==> config.mk <==
export PLATFORM = sky130hd
export DESIGN_NAME = calendar_date_day_stepper
export DESIGN_NICKNAME = d
export VERILOG_FILES = /design/src/hw/rtl/cdds_pkg.sv /design/src/hw/rtl/cdds_recip.sv /design/src/hw/rtl/calendar_date_day_stepper.sv
export SDC_FILE = /design/constraint.sdc
export NUM_CORES = 1
export LEC_CHECK = 0
export BUFFER_PORTS_ARGS = -buffer_cell sky130_fd_sc_hd__buf_4
export CORE_MARGIN = 1.5
export CORE_UTILIZATION = 47
export CTS_CLUSTER_DIAMETER = 120
export DETAILED_ROUTE_END_ITERATION = 8
export PLACE_DENSITY = 0.69
export REMOVE_ABC_BUFFERS = 1
export SYNTH_ARGS = -nofsm -noshare
export SYNTH_HDL_FRONTEND = slang
export SYNTH_SLANG_ARGS = --single-unit
==> constraint.sdc <==
create_clock -name clk -period 13.6 [get_ports clk]
set_input_delay 2.04 -clock clk [delete_from_list [all_inputs] [get_ports clk]]
set_output_delay 2.04 -clock clk [all_outputs]
set_load 0.03 [all_outputs]
==> src/hw/rtl/cdds_pkg.sv <==
// ============================================================================
// cdds_pkg: shared types and constants for the calendar date stepper
// Field widths, sequencer states, reciprocal constants and calendar tables.
// ============================================================================
package cdds_pkg;

    localparam int YEAR_W  = 14;
    localparam int MONTH_W = 4;
    localparam int DAY_W   = 5;
    localparam int WDAY_W  = 3;
    localparam int OPND_W  = 15;   // operand of the reciprocal unit
    localparam int RCP_W   = 16;   // reciprocal constant width
    localparam int PROD_W  = OPND_W + RCP_W;
    localparam int Q100_W  = 8;    // year / 100, at most 163
    localparam int R100_W  = 7;    // year % 100

    localparam logic OP_LOAD = 1'b0;
    localparam logic OP_MOVE = 1'b1;

    // floor(x / 100) = (x * 5243) >> 19 and floor(x / 7) = (x * 37450) >> 18
    // hold for every x below 2**15
    localparam logic [RCP_W-1:0] RECIP_100 = 16'd5243;
    localparam int               SHIFT_100 = 19;
    localparam logic [RCP_W-1:0] RECIP_7   = 16'd37450;
    localparam int               SHIFT_7   = 18;

    localparam logic [YEAR_W-1:0]  YEAR_MAX  = 14'd9999;
    localparam logic [MONTH_W-1:0] MONTH_MAX = 4'd12;
    localparam logic [DAY_W-1:0]   DAY_MAX   = 5'd31;

    typedef enum logic [2:0] {
        ST_IDLE,
        ST_LOAD_DIV,
        ST_STEP,
        ST_SUM,
        ST_DIV7,
        ST_DONE
    } state_t;

    typedef enum logic {
        DIV_BY_100,
        DIV_BY_7
    } div_sel_t;

    typedef struct packed {
        logic     load;
        div_sel_t sel;
    } mul_ctrl_t;

    // days in a month; months outside 1..12 count 30 days
    function automatic logic [DAY_W-1:0] month_len(input logic [MONTH_W-1:0] m,
                                                   input logic leap);
        logic [DAY_W-1:0] len;
        case (m)
            4'd2:                                      len = leap ? 5'd29 : 5'd28;
            4'd1, 4'd3, 4'd5, 4'd7, 4'd8, 4'd10, 4'd12: len = 5'd31;
            default:                                   len = 5'd30;
        endcase
        return len;
    endfunction

    // floor(3 * (m + 1) / 5)
    function automatic logic [3:0] month_term(input logic [MONTH_W-1:0] m);
        logic [3:0] t;
        case (m)
            4'd0:    t = 4'd0;
            4'd1:    t = 4'd1;
            4'd2:    t = 4'd1;
            4'd3:    t = 4'd2;
            4'd4:    t = 4'd3;
            4'd5:    t = 4'd3;
            4'd6:    t = 4'd4;
            4'd7:    t = 4'd4;
            4'd8:    t = 4'd5;
            4'd9:    t = 4'd6;
            4'd10:   t = 4'd6;
            4'd11:   t = 4'd7;
            4'd12:   t = 4'd7;
            4'd13:   t = 4'd8;
            4'd14:   t = 4'd9;
            default: t = 4'd9;
        endcase
        return t;
    endfunction

endpackage

==> src/hw/rtl/cdds_recip.sv <==
// ============================================================================
// cdds_recip: shared constant-divide unit
// Multiplies by a fixed reciprocal and registers the product; the quotient
// is a shift of the registered product. Serves both /100 and /7.
// ============================================================================
module cdds_recip (
    input  logic                        clk,
    input  cdds_pkg::mul_ctrl_t         ctrl,
    input  logic [cdds_pkg::OPND_W-1:0] operand,
    output logic [cdds_pkg::OPND_W-1:0] quot
);
    import cdds_pkg::*;

    logic [PROD_W-1:0] prod_reg;
    div_sel_t          sel_reg;
    logic [RCP_W-1:0]  recip;
    logic [PROD_W-1:0] shifted;

    always_comb
    begin
        case (ctrl.sel)
            DIV_BY_7: recip = RECIP_7;
            default:  recip = RECIP_100;
        endcase
    end

    always_ff @(posedge clk)
    begin
        if (ctrl.load)
        begin
            prod_reg <= {{RCP_W{1'b0}}, operand} * {{OPND_W{1'b0}}, recip};
            sel_reg  <= ctrl.sel;
        end
    end

    always_comb
    begin
        case (sel_reg)
            DIV_BY_7: shifted = prod_reg >> SHIFT_7;
            default:  shifted = prod_reg >> SHIFT_100;
        endcase
    end

    assign quot = shifted[OPND_W-1:0];

endmodule

==> src/hw/rtl/calendar_date_day_stepper.sv <==
// ============================================================================
// calendar_date_day_stepper: Gregorian date counter with weekday
// Loads a date or walks it a signed number of days, one day per cycle.
// ============================================================================
// One request is handled at a time; req_stall is high from acceptance until
// the response is in the output register. A load (opcode 0) divides the
// year by 100, forms the weekday sum and divides it by 7; a move (opcode 1)
// first walks |day_count| days, stopping early when the walk saturates at
// 9999-12-31 or 0001-01-01. The walk loop (one day per cycle) is the long
// part; the tail is the weekday sum and one pass through the shared
// reciprocal multiplier, which also derives year/100 on a load.
// The response register frees the request side: it holds a result while
// rsp_stall is high, and the sequencer only waits if a second result is
// ready before the first is taken.
// ============================================================================
module calendar_date_day_stepper #(
    parameter int COUNT_BITS = 16
) (
    input  logic                         clk,
    input  logic                         rst_n,
    // request channel
    input  logic                         req_valid,
    output logic                         req_stall,
    input  logic                         opcode,
    input  logic [cdds_pkg::YEAR_W-1:0]  load_year,
    input  logic [cdds_pkg::MONTH_W-1:0] load_month,
    input  logic [cdds_pkg::DAY_W-1:0]   load_day,
    input  logic signed [COUNT_BITS-1:0] day_count,
    // response channel
    output logic                         rsp_valid,
    input  logic                         rsp_stall,
    output logic [cdds_pkg::YEAR_W-1:0]  cur_year,
    output logic [cdds_pkg::MONTH_W-1:0] cur_month,
    output logic [cdds_pkg::DAY_W-1:0]   cur_day,
    output logic [cdds_pkg::WDAY_W-1:0]  weekday,
    output logic                         saturated
);
    import cdds_pkg::*;

    // sequencer
    state_t state_reg, state_next;

    // stored date plus year/100 and year%100 kept alongside for leap tests
    logic [YEAR_W-1:0]  year_reg,  year_next;
    logic [MONTH_W-1:0] month_reg, month_next;
    logic [DAY_W-1:0]   day_reg,   day_next;
    logic [Q100_W-1:0]  q100_reg,  q100_next;
    logic [R100_W-1:0]  r100_reg,  r100_next;

    // walk control
    logic [COUNT_BITS-1:0] steps_reg, steps_next;
    logic                  neg_reg,   neg_next;
    logic                  sat_reg,   sat_next;

    // weekday sum, before mod 7
    logic [OPND_W-1:0] sum_reg, sum_next;

    // response register
    logic               rsp_valid_reg, rsp_valid_next;
    logic [YEAR_W-1:0]  cur_year_reg,  cur_year_next;
    logic [MONTH_W-1:0] cur_month_reg, cur_month_next;
    logic [DAY_W-1:0]   cur_day_reg,   cur_day_next;
    logic [WDAY_W-1:0]  weekday_reg,   weekday_next;
    logic               saturated_reg, saturated_next;

    // shared divide unit
    mul_ctrl_t         mul_ctrl;
    logic [OPND_W-1:0] mul_operand;
    logic [OPND_W-1:0] mul_quot;

    cdds_recip u_recip (
        .clk     (clk),
        .ctrl    (mul_ctrl),
        .operand (mul_operand),
        .quot    (mul_quot)
    );

    // ------------------------------------------------------------------------
    // combinational helpers
    // ------------------------------------------------------------------------
    logic [COUNT_BITS-1:0] count_raw;
    logic [COUNT_BITS-1:0] count_mag;
    logic                  leap;
    logic [DAY_W-1:0]      cur_len;
    logic [MONTH_W-1:0]    prev_month;
    logic                  at_max;
    logic                  at_min;
    logic                  rsp_free;

    assign count_raw = day_count;
    assign count_mag = count_raw[COUNT_BITS-1]
                     ? (~count_raw) + {{(COUNT_BITS-1){1'b0}}, 1'b1}
                     : count_raw;

    // leap: divisible by 4 and not by 100, or divisible by 400
    assign leap = ((year_reg[1:0] == 2'd0) && (r100_reg != '0))
               || ((r100_reg == '0) && (q100_reg[1:0] == 2'd0));

    assign cur_len    = month_len(month_reg, leap);
    assign prev_month = (month_reg <= 4'd1) ? MONTH_MAX : month_reg - 4'd1;

    assign at_max = (year_reg > YEAR_MAX)
                 || ((year_reg == YEAR_MAX)
                     && ((month_reg > MONTH_MAX)
                         || ((month_reg == MONTH_MAX) && (day_reg >= DAY_MAX))));
    assign at_min = (year_reg < 14'd1)
                 || ((year_reg == 14'd1)
                     && ((month_reg < 4'd1)
                         || ((month_reg == 4'd1) && (day_reg <= 5'd1))));

    assign rsp_free = !rsp_valid_reg || !rsp_stall;

    // weekday congruence on shifted copies: January and February count as
    // months 13 and 14 of the previous year; year offset by 400
    logic                 m_wrap;
    logic [MONTH_W-1:0]   m_adj;
    logic [OPND_W-1:0]    y_adj;
    logic [Q100_W:0]      q_adj;
    logic [OPND_W-1:0]    wk_sum;

    assign m_wrap = (month_reg == 4'd1) || (month_reg == 4'd2);
    assign m_adj  = m_wrap ? month_reg + 4'd12 : month_reg;
    assign y_adj  = {1'b0, year_reg} + 15'd400 - (m_wrap ? 15'd1 : 15'd0);
    assign q_adj  = {1'b0, q100_reg}
                  + ((m_wrap && (r100_reg == '0)) ? 9'd3 : 9'd4);
    assign wk_sum = OPND_W'(day_reg)
                  + OPND_W'({m_adj, 1'b0})
                  + OPND_W'(month_term(m_adj))
                  + y_adj
                  + (y_adj >> 2)
                  - OPND_W'(q_adj)
                  + OPND_W'(q_adj >> 2);

    // ------------------------------------------------------------------------
    // next state
    // ------------------------------------------------------------------------
    always_comb
    begin
        state_next = state_reg;
        case (state_reg)
            ST_IDLE:
            begin
                if (req_valid)
                begin
                    state_next = (opcode == OP_LOAD) ? ST_LOAD_DIV : ST_STEP;
                end
            end
            ST_LOAD_DIV:
            begin
                state_next = ST_SUM;
            end
            ST_STEP:
            begin
                if ((steps_reg == '0) || (!neg_reg && at_max) || (neg_reg && at_min))
                begin
                    state_next = ST_SUM;
                end
            end
            ST_SUM:
            begin
                state_next = ST_DIV7;
            end
            ST_DIV7:
            begin
                state_next = ST_DONE;
            end
            ST_DONE:
            begin
                if (rsp_free)
                begin
                    state_next = ST_IDLE;
                end
            end
            default:
            begin
                state_next = ST_IDLE;
            end
        endcase
    end

    // ------------------------------------------------------------------------
    // datapath and outputs
    // ------------------------------------------------------------------------
    always_comb
    begin
        year_next      = year_reg;
        month_next     = month_reg;
        day_next       = day_reg;
        q100_next      = q100_reg;
        r100_next      = r100_reg;
        steps_next     = steps_reg;
        neg_next       = neg_reg;
        sat_next       = sat_reg;
        sum_next       = sum_reg;
        rsp_valid_next = rsp_valid_reg && rsp_stall;
        cur_year_next  = cur_year_reg;
        cur_month_next = cur_month_reg;
        cur_day_next   = cur_day_reg;
        weekday_next   = weekday_reg;
        saturated_next = saturated_reg;
        mul_ctrl.load  = 1'b0;
        mul_ctrl.sel   = DIV_BY_100;
        mul_operand    = '0;

        case (state_reg)
            ST_IDLE:
            begin
                if (req_valid)
                begin
                    sat_next = 1'b0;
                    if (opcode == OP_LOAD)
                    begin
                        year_next     = load_year;
                        month_next    = load_month;
                        day_next      = load_day;
                        steps_next    = '0;
                        mul_ctrl.load = 1'b1;
                        mul_operand   = {1'b0, load_year};
                    end
                    else
                    begin
                        steps_next = count_mag;
                        neg_next   = count_raw[COUNT_BITS-1];
                    end
                end
            end
            ST_LOAD_DIV:
            begin
                // remainder = year - 100 * quotient
                q100_next = mul_quot[Q100_W-1:0];
                r100_next = R100_W'({1'b0, year_reg}
                                    - (OPND_W'(mul_quot[Q100_W-1:0]) * 15'd100));
            end
            ST_STEP:
            begin
                if (steps_reg != '0)
                begin
                    if (!neg_reg && at_max)
                    begin
                        year_next  = YEAR_MAX;
                        month_next = MONTH_MAX;
                        day_next   = DAY_MAX;
                        q100_next  = 8'd99;
                        r100_next  = 7'd99;
                        sat_next   = 1'b1;
                        steps_next = '0;
                    end
                    else if (neg_reg && at_min)
                    begin
                        year_next  = 14'd1;
                        month_next = 4'd1;
                        day_next   = 5'd1;
                        q100_next  = 8'd0;
                        r100_next  = 7'd1;
                        sat_next   = 1'b1;
                        steps_next = '0;
                    end
                    else
                    begin
                        steps_next = steps_reg - {{(COUNT_BITS-1){1'b0}}, 1'b1};
                        if (!neg_reg)
                        begin
                            if (day_reg >= cur_len)
                            begin
                                day_next = 5'd1;
                                if (month_reg >= MONTH_MAX)
                                begin
                                    month_next = 4'd1;
                                    year_next  = year_reg + 14'd1;
                                    if (r100_reg == 7'd99)
                                    begin
                                        r100_next = '0;
                                        q100_next = q100_reg + 8'd1;
                                    end
                                    else
                                    begin
                                        r100_next = r100_reg + 7'd1;
                                    end
                                end
                                else
                                begin
                                    month_next = month_reg + 4'd1;
                                end
                            end
                            else
                            begin
                                day_next = day_reg + 5'd1;
                            end
                        end
                        else
                        begin
                            if (day_reg <= 5'd1)
                            begin
                                // February is only reached from March, same year
                                month_next = prev_month;
                                day_next   = month_len(prev_month, leap);
                                if (month_reg <= 4'd1)
                                begin
                                    year_next = year_reg - 14'd1;
                                    if (r100_reg == '0)
                                    begin
                                        r100_next = 7'd99;
                                        q100_next = q100_reg - 8'd1;
                                    end
                                    else
                                    begin
                                        r100_next = r100_reg - 7'd1;
                                    end
                                end
                            end
                            else
                            begin
                                day_next = day_reg - 5'd1;
                            end
                        end
                    end
                end
            end
            ST_SUM:
            begin
                sum_next = wk_sum;
            end
            ST_DIV7:
            begin
                mul_ctrl.load = 1'b1;
                mul_ctrl.sel  = DIV_BY_7;
                mul_operand   = sum_reg;
            end
            ST_DONE:
            begin
                if (rsp_free)
                begin
                    rsp_valid_next = 1'b1;
                    cur_year_next  = year_reg;
                    cur_month_next = month_reg;
                    cur_day_next   = day_reg;
                    weekday_next   = WDAY_W'(sum_reg - (mul_quot * 15'd7));
                    saturated_next = sat_reg;
                end
            end
            default:
            begin
                rsp_valid_next = rsp_valid_reg && rsp_stall;
            end
        endcase
    end

    // ------------------------------------------------------------------------
    // registers
    // ------------------------------------------------------------------------
    always_ff @(posedge clk or negedge rst_n)
    begin
        if (!rst_n)
        begin
            state_reg     <= ST_IDLE;
            year_reg      <= 14'd1;
            month_reg     <= 4'd1;
            day_reg       <= 5'd1;
            q100_reg      <= 8'd0;
            r100_reg      <= 7'd1;
            steps_reg     <= '0;
            neg_reg       <= 1'b0;
            sat_reg       <= 1'b0;
            rsp_valid_reg <= 1'b0;
        end
        else
        begin
            state_reg     <= state_next;
            year_reg      <= year_next;
            month_reg     <= month_next;
            day_reg       <= day_next;
            q100_reg      <= q100_next;
            r100_reg      <= r100_next;
            steps_reg     <= steps_next;
            neg_reg       <= neg_next;
            sat_reg       <= sat_next;
            rsp_valid_reg <= rsp_valid_next;
        end
    end

    always_ff @(posedge clk)
    begin
        sum_reg       <= sum_next;
        cur_year_reg  <= cur_year_next;
        cur_month_reg <= cur_month_next;
        cur_day_reg   <= cur_day_next;
        weekday_reg   <= weekday_next;
        saturated_reg <= saturated_next;
    end

    assign req_stall = (state_reg != ST_IDLE);
    assign rsp_valid = rsp_valid_reg;
    assign cur_year  = cur_year_reg;
    assign cur_month = cur_month_reg;
    assign cur_day   = cur_day_reg;
    assign weekday   = weekday_reg;
    assign saturated = saturated_reg;

endmodule
==> results.py, run 1 <==
metrics = {
    "final_layout": {
        "drive_gt1_share_pct": 9.16,
        "final_cell_mix": "inv_1, ha_1, fa_1",
        "fin_nets": 2027,
        "area.growth.synth_to_final_pct": 8.37,
        "largest_reg_flops": 16,
        "layout_commonest_cell": "inv_1",
        "stdcell_count": 2034,
        "antenna_cells": 0,
    },
    "cts": {
        "cts_tree": "built",
        "cts.htree.levels": 3,
        "clk_latency_ns": 0.38,
        "clk_path_buf_depth": 2,
        "clkSlewWorstSetupHoldPaths_ns": 0.09,
        "post-cts-setup-buffer-count": 0,
        "cts-hold-fix-buffers": 0,
        "cts_resized": 0,
        "clockRootBuffer": "clkbuf_16",
        "clkSinkCount": 112,
        "cts-buffers-inserted": 9,
    },
    "setup_path": {
        "worstSetupStartpointType": "primary input",
        "reg2reg_to": "u_recip.prod_reg[24]",
        "crit_path_end_kind": "flop",
        "reg2reg_from": "state_reg[2]",
        "rr_worst_depth": 21,
        "crit_type": "primary input to flop",
        "ff2ff_setup_slack_ns": 5.74,
        "critical_path.max_fanout": 12,
        "cp.arrival_ns": 9.12,
        "cp.required_ns": 13.73,
    },
    "floorplan": {
        "num_rows": 64,
        "core_mm2": 0.0307,
        "pin_count": 73,
        "die_h_um": 180,
        "start_util_pct": 47.8,
        "die_area_mm2": 0.0323,
        "die_w_um": 180,
    },
    "synth": {
        "ys_types": 89,
        "async_flop_share_pct": 53.6,
        "synth_enable_flop_cells": 52,
        "synth_warnings": 0,
        "postSynthAreaPerCell_um2": 9.24,
        "synth-main-ff-cell": "dfrtp_1",
        "synth_area_mm2": 0.0147,
        "yosysSeqAreaShare_pct": 20.9,
        "synth_top_area_cell": "ha_1",
        "synthTopCellsByArea": "ha_1, fa_1, edfxtp_1",
        "ys_seq_elements": 112,
        "syn_inst": 1587,
        "synth_top_area_share_pct": 19.5,
    },
    "timing": {
        "fin_skew_ns": 0.0134,
        "rsz0062_at_grt": "no",
        "fin_tns_setup_ns": 0,
        "setup_violations": 0,
        "finalCriticalPeriod_ns": 8.99,
        "hold_ws_ns": 0.464,
        "slew_viol_final": 0,
        "max-slew-margin-rel_pct": 16.7,
        "max_freq_mhz": 111,
        "worst_slack_ns": 4.61,
        "finalHoldViolCount": 0,
        "tightest_slew_ns": 1.25,
        "post-route-period-util_pct": 66.1,
    },
    "detailed_routing": {
        "drtIter0Drc": 891,
        "ant_nets": 0,
        "wire_per_inst_um": 18.0,
        "via_per_inst": 5.70,
        "drc": 0,
        "drt_wl_total_um": 36700,
        "vias": 11584,
        "dr.pass1.iters": 6,
    },
    "hold_path": {
        "whs_path_depth": 0,
        "hold_end": "saturated",
        "hp-class": "flop to flop",
        "min-delay-start": "sat_reg",
    },
    "placed_design": {
        "io_buffers": 72,
        "dpl_worst_slack_ns": 4.30,
        "dp.cells": 2018,
        "gp_congestion": 0.924,
        "hpwlAfterDp_um": 29900,
    },
    "global_routing": {
        "grt_pass1_vias": 11415,
        "grt_max_degree": 61,
        "antenna_found_initial": 0,
        "track_usage_pct": 23.2,
        "grt_pass1_wl_um": 60000,
        "grt.overflow.total": 0,
    },
    "job": {
        "maxCapViolCount": 0,
    },
    "status": {
        "status": "complete, no violations",
    },
}
cell type report:
type | instances | area, um^2
clock buffers | 9 | 225
clock inverters | 7 | 76.3
fillers | 2826 | 14800
inverters | 264 | 991
multi-input cells | 1164 | 10400
flip-flops and latches | 112 | 3070
well taps | 396 | 495
repair buffers | 82 | 616
Yosys cell counts (18+ instances only):
master,instances
nor3_1,35
nand3_1,29
o21ai_0,79
xor2_1,29
inv_1,263
a21oi_1,74
nand2_1,101
xnor2_1,56
dfrtp_1,56
clkbuf_1,41
ha_1,229
nor2_1,71
a21o_1,18
fa_1,121
edfxtp_1,52
worst max path at each step:
stage                          from              endpoint  cells after the start
final                        opcode  u_recip.prod_reg[24]                     21
after global routing      req_valid  u_recip.prod_reg[26]                     22
after CTS                    opcode  u_recip.prod_reg[24]                     21
after detailed placement     opcode  u_recip.prod_reg[24]                     21
after global placement       opcode  u_recip.prod_reg[24]                     21
after floorplan           req_valid  u_recip.prod_reg[24]                     20
through the flow:
step | cell area (um^2) | util, %
final | 15900 | 51.8
after global routing | 15900 | 51.8
after CTS | 15900 | 51.8
after detailed placement | 15600 | 50.8
after global placement | 15600 | 50.8
after floorplan | 14500 | -
cells by family after synthesis:
family                     Yosys count  share of synthesized area [%]
muxes                               21                           1.54
other                                2                         0.0512
buffers and inverters              318                           8.35
adders and majority gates          350                           36.1
and+or+nand+nor                    369                           12.7
DFF                                112                           20.9
AOI/OAI and AO/OA                  330                           15.3
xor gates and xnor gates            85                           5.08
metal layers:
metal	global-route usage, %	part of all wire (%)	vias to the layer above
met5	0	0	-
met4	6.27	2.2	0
met3	3.12	5.1	46
met2	37.7	47	345
met1	32.5	46	5644
li1	-	-	5549
worst max-delay path, stage by stage:
cell      delay [ns]
buf_4           0.13
nor2b_1         0.73
and2_1          0.37
nand2_1         0.11
a211oi_1        0.52
ha_1            0.26
inv_1           0.06
fa_1            0.49
fa_1            0.49
inv_1           0.05
fa_1            0.50
fa_1            0.54
inv_1           0.06
fa_1            0.53
inv_1           0.04
ha_1            0.31
nand4_1         0.16
a2111o_1        0.40
a41oi_1         0.65
o21ai_1         0.29
o311a_1         0.39
Power of run 1 is not shown: default switching activity piles up to over one toggle a cycle in this logic, so the estimate is an artifact.
==> run 2: changes to the inputs <==
==> constraint.sdc (replaced) <==
create_clock -name clk -period 8.7 [get_ports clk]
set_input_delay 1.305 -clock clk [delete_from_list [all_inputs] [get_ports clk]]
set_output_delay 1.305 -clock clk [all_outputs]
set_load 0.03 [all_outputs]
==> run 2 against run 1 <==
Utilization up 0.065 points. First-iteration DRC count grew 28%. Global-route usage rose by 0.21 points. Largest cell class unchanged.
==> results.py, run 2 (same netlist as run 1, synthesis figures left out) <==
metrics = {
    "status": {
        "status": "complete, no violations",
    },
    "placed_design": {
        "hpwlAfterDp_um": 30000,
        "io_buffers": 72,
        "dpl_worst_slack_ns": 0.771,
        "gp_congestion": 0.902,
    },
    "setup_path": {
        "crit_path_end_kind": "flop",
        "slowest_stage": "a211oi_1",
        "cp.required_ns": 8.81,
        "critical_path.max_fanout": 6,
        "worstSetupStartpointType": "primary input",
        "path_buf_inv": 6,
        "crit_chain": "buf_4 > nor2b_1 > and2_1 > nand2_1 > a211oi_1 > ha_1 > inv_1 > fa_1 > fa_1 > inv_1 > fa_1 > fa_1 > inv_1 > fa_1 > inv_1 > ha_1 > nand4_1 > nor2_1 > a31oi_1 > a41oi_1 > buf_4 > o21ai_1 > o21ai_0 > xor2_1",
        "cpLargestDelayFamily": "adder cells",
        "cpMostUsedCell": "fa_1",
        "crit_type": "primary input to flop",
        "slowest_delay_ns": 0.55,
        "cp.arrival_ns": 7.68,
    },
    "detailed_routing": {
        "wire_per_inst_um": 18.3,
        "via_per_inst": 5.70,
        "drtIter0Drc": 1140,
        "drc": 0,
        "drt_wl_total_um": 37200,
        "dr.pass1.iters": 5,
        "vias": 11608,
        "ant_nets": 0,
    },
    "final_layout": {
        "fillers": 2803,
        "drive_gt1_share_pct": 9.27,
        "largest_reg_flops": 16,
        "seq_area_mm2": 0.00307,
        "multi_input_area_mm2": 0.0104,
        "antenna_cells": 0,
        "final_cell_mix": "inv_1, ha_1, fa_1",
        "fin_nets": 2029,
        "area.growth.synth_to_final_pct": 8.51,
        "layout_commonest_cell": "inv_1",
    },
    "timing": {
        "finalHoldViolCount": 0,
        "post-route-period-util_pct": 87.0,
        "setup_violations": 0,
        "rsz0062_at_grt": "no",
        "hold_ws_ns": 0.456,
        "tightest_slew_ns": 1.19,
        "fin_skew_ns": 0.0107,
        "worst_slack_ns": 1.13,
        "finalCriticalPeriod_ns": 7.57,
        "fin_tns_setup_ns": 0,
        "max-slew-margin-rel_pct": 20.7,
        "slew_viol_final": 0,
        "max_freq_mhz": 132,
    },
    "cts": {
        "clkSlewWorstSetupHoldPaths_ns": 0.09,
        "clk_latency_ns": 0.37,
        "cts_tree": "built",
        "post-cts-setup-buffer-count": 0,
        "clk_path_buf_depth": 2,
        "cts-buffers-inserted": 9,
        "clockRootBuffer": "clkbuf_16",
        "cts-hold-fix-buffers": 0,
        "cts.htree.levels": 3,
        "clkSinkCount": 112,
        "cts_resized": 0,
    },
    "global_routing": {
        "grt_pass1_wl_um": 60700,
        "grt_pass1_vias": 11388,
        "antenna_found_initial": 0,
        "track_usage_pct": 23.4,
        "grt_max_degree": 61,
        "grt.overflow.total": 0,
    },
    "floorplan": {
        "num_rows": 64,
        "die_area_mm2": 0.0323,
        "die_w_um": 180,
        "die_h_um": 180,
        "pin_count": 73,
        "start_util_pct": 47.8,
        "core_mm2": 0.0307,
    },
    "hold_path": {
        "hp-class": "flop to flop",
    },
    "job": {
        "maxCapViolCount": 0,
    },
}
## run 2: cell count changes in the layout (fill, tap and decap cells not counted), sizes merged
| cell | previous run | this run |
|---|---|---|
| inv | 268 | 267 |
| buf | 82 | 84 |
| clkbuf | 9 | 10 |
## run 2: per-layer routing
| metal | GRT usage (%) | share of wire [%] | up-vias |
|---|---|---|---|
| li1 | - | - | 5558 |
| met1 | 33.1 | 46 | 5673 |
| met2 | 38.6 | 47 | 334 |
| met3 | 2.90 | 5.4 | 43 |
| met4 | 4.93 | 1.7 | 0 |
| met5 | 0 | 0 | - |
## run 2: cell type report
type / count / share of cell area (%)
inverters: 264 / 6.23
repair buffers: 84 / 3.96
well taps: 396 / 3.11
flip-flops and latches: 112 / 19.3
multi-input cells: 1164 / 65.5
clock buffers: 10 / 1.57
clock inverters: 6 / 0.354
## run 2: path summary, 6_finish.rpt
| check | end | slack, ns | cells after the start | start |
|---|---|---|---|---|
| worst min-delay path | saturated | 0.46 | 0 | sat_reg |
| worst max-delay path | u_recip.prod_reg[22] | 1.13 | 24 | req_valid |
| worst min register to register | saturated | 0.46 | 0 | sat_reg |
| min in group asynchronous | year_reg[11] | 1.03 | 1 | rst_n |
| max in group asynchronous | state_reg[0] | 7.10 | 1 | rst_n |
| worst max register to register | u_recip.prod_reg[22] | 1.15 | 23 | state_reg[0] |
## run 2: metrics by stage
stage	area, um^2	utilization [%]	cells
global route	15900	51.9	2036
CTS	15900	51.9	2036
floorplan	14500	-	1540
global placement	15600	50.9	2020
finish	15900	51.9	2036
detailed placement	15600	50.9	2020
Power of run 2 is left out for the same reason.
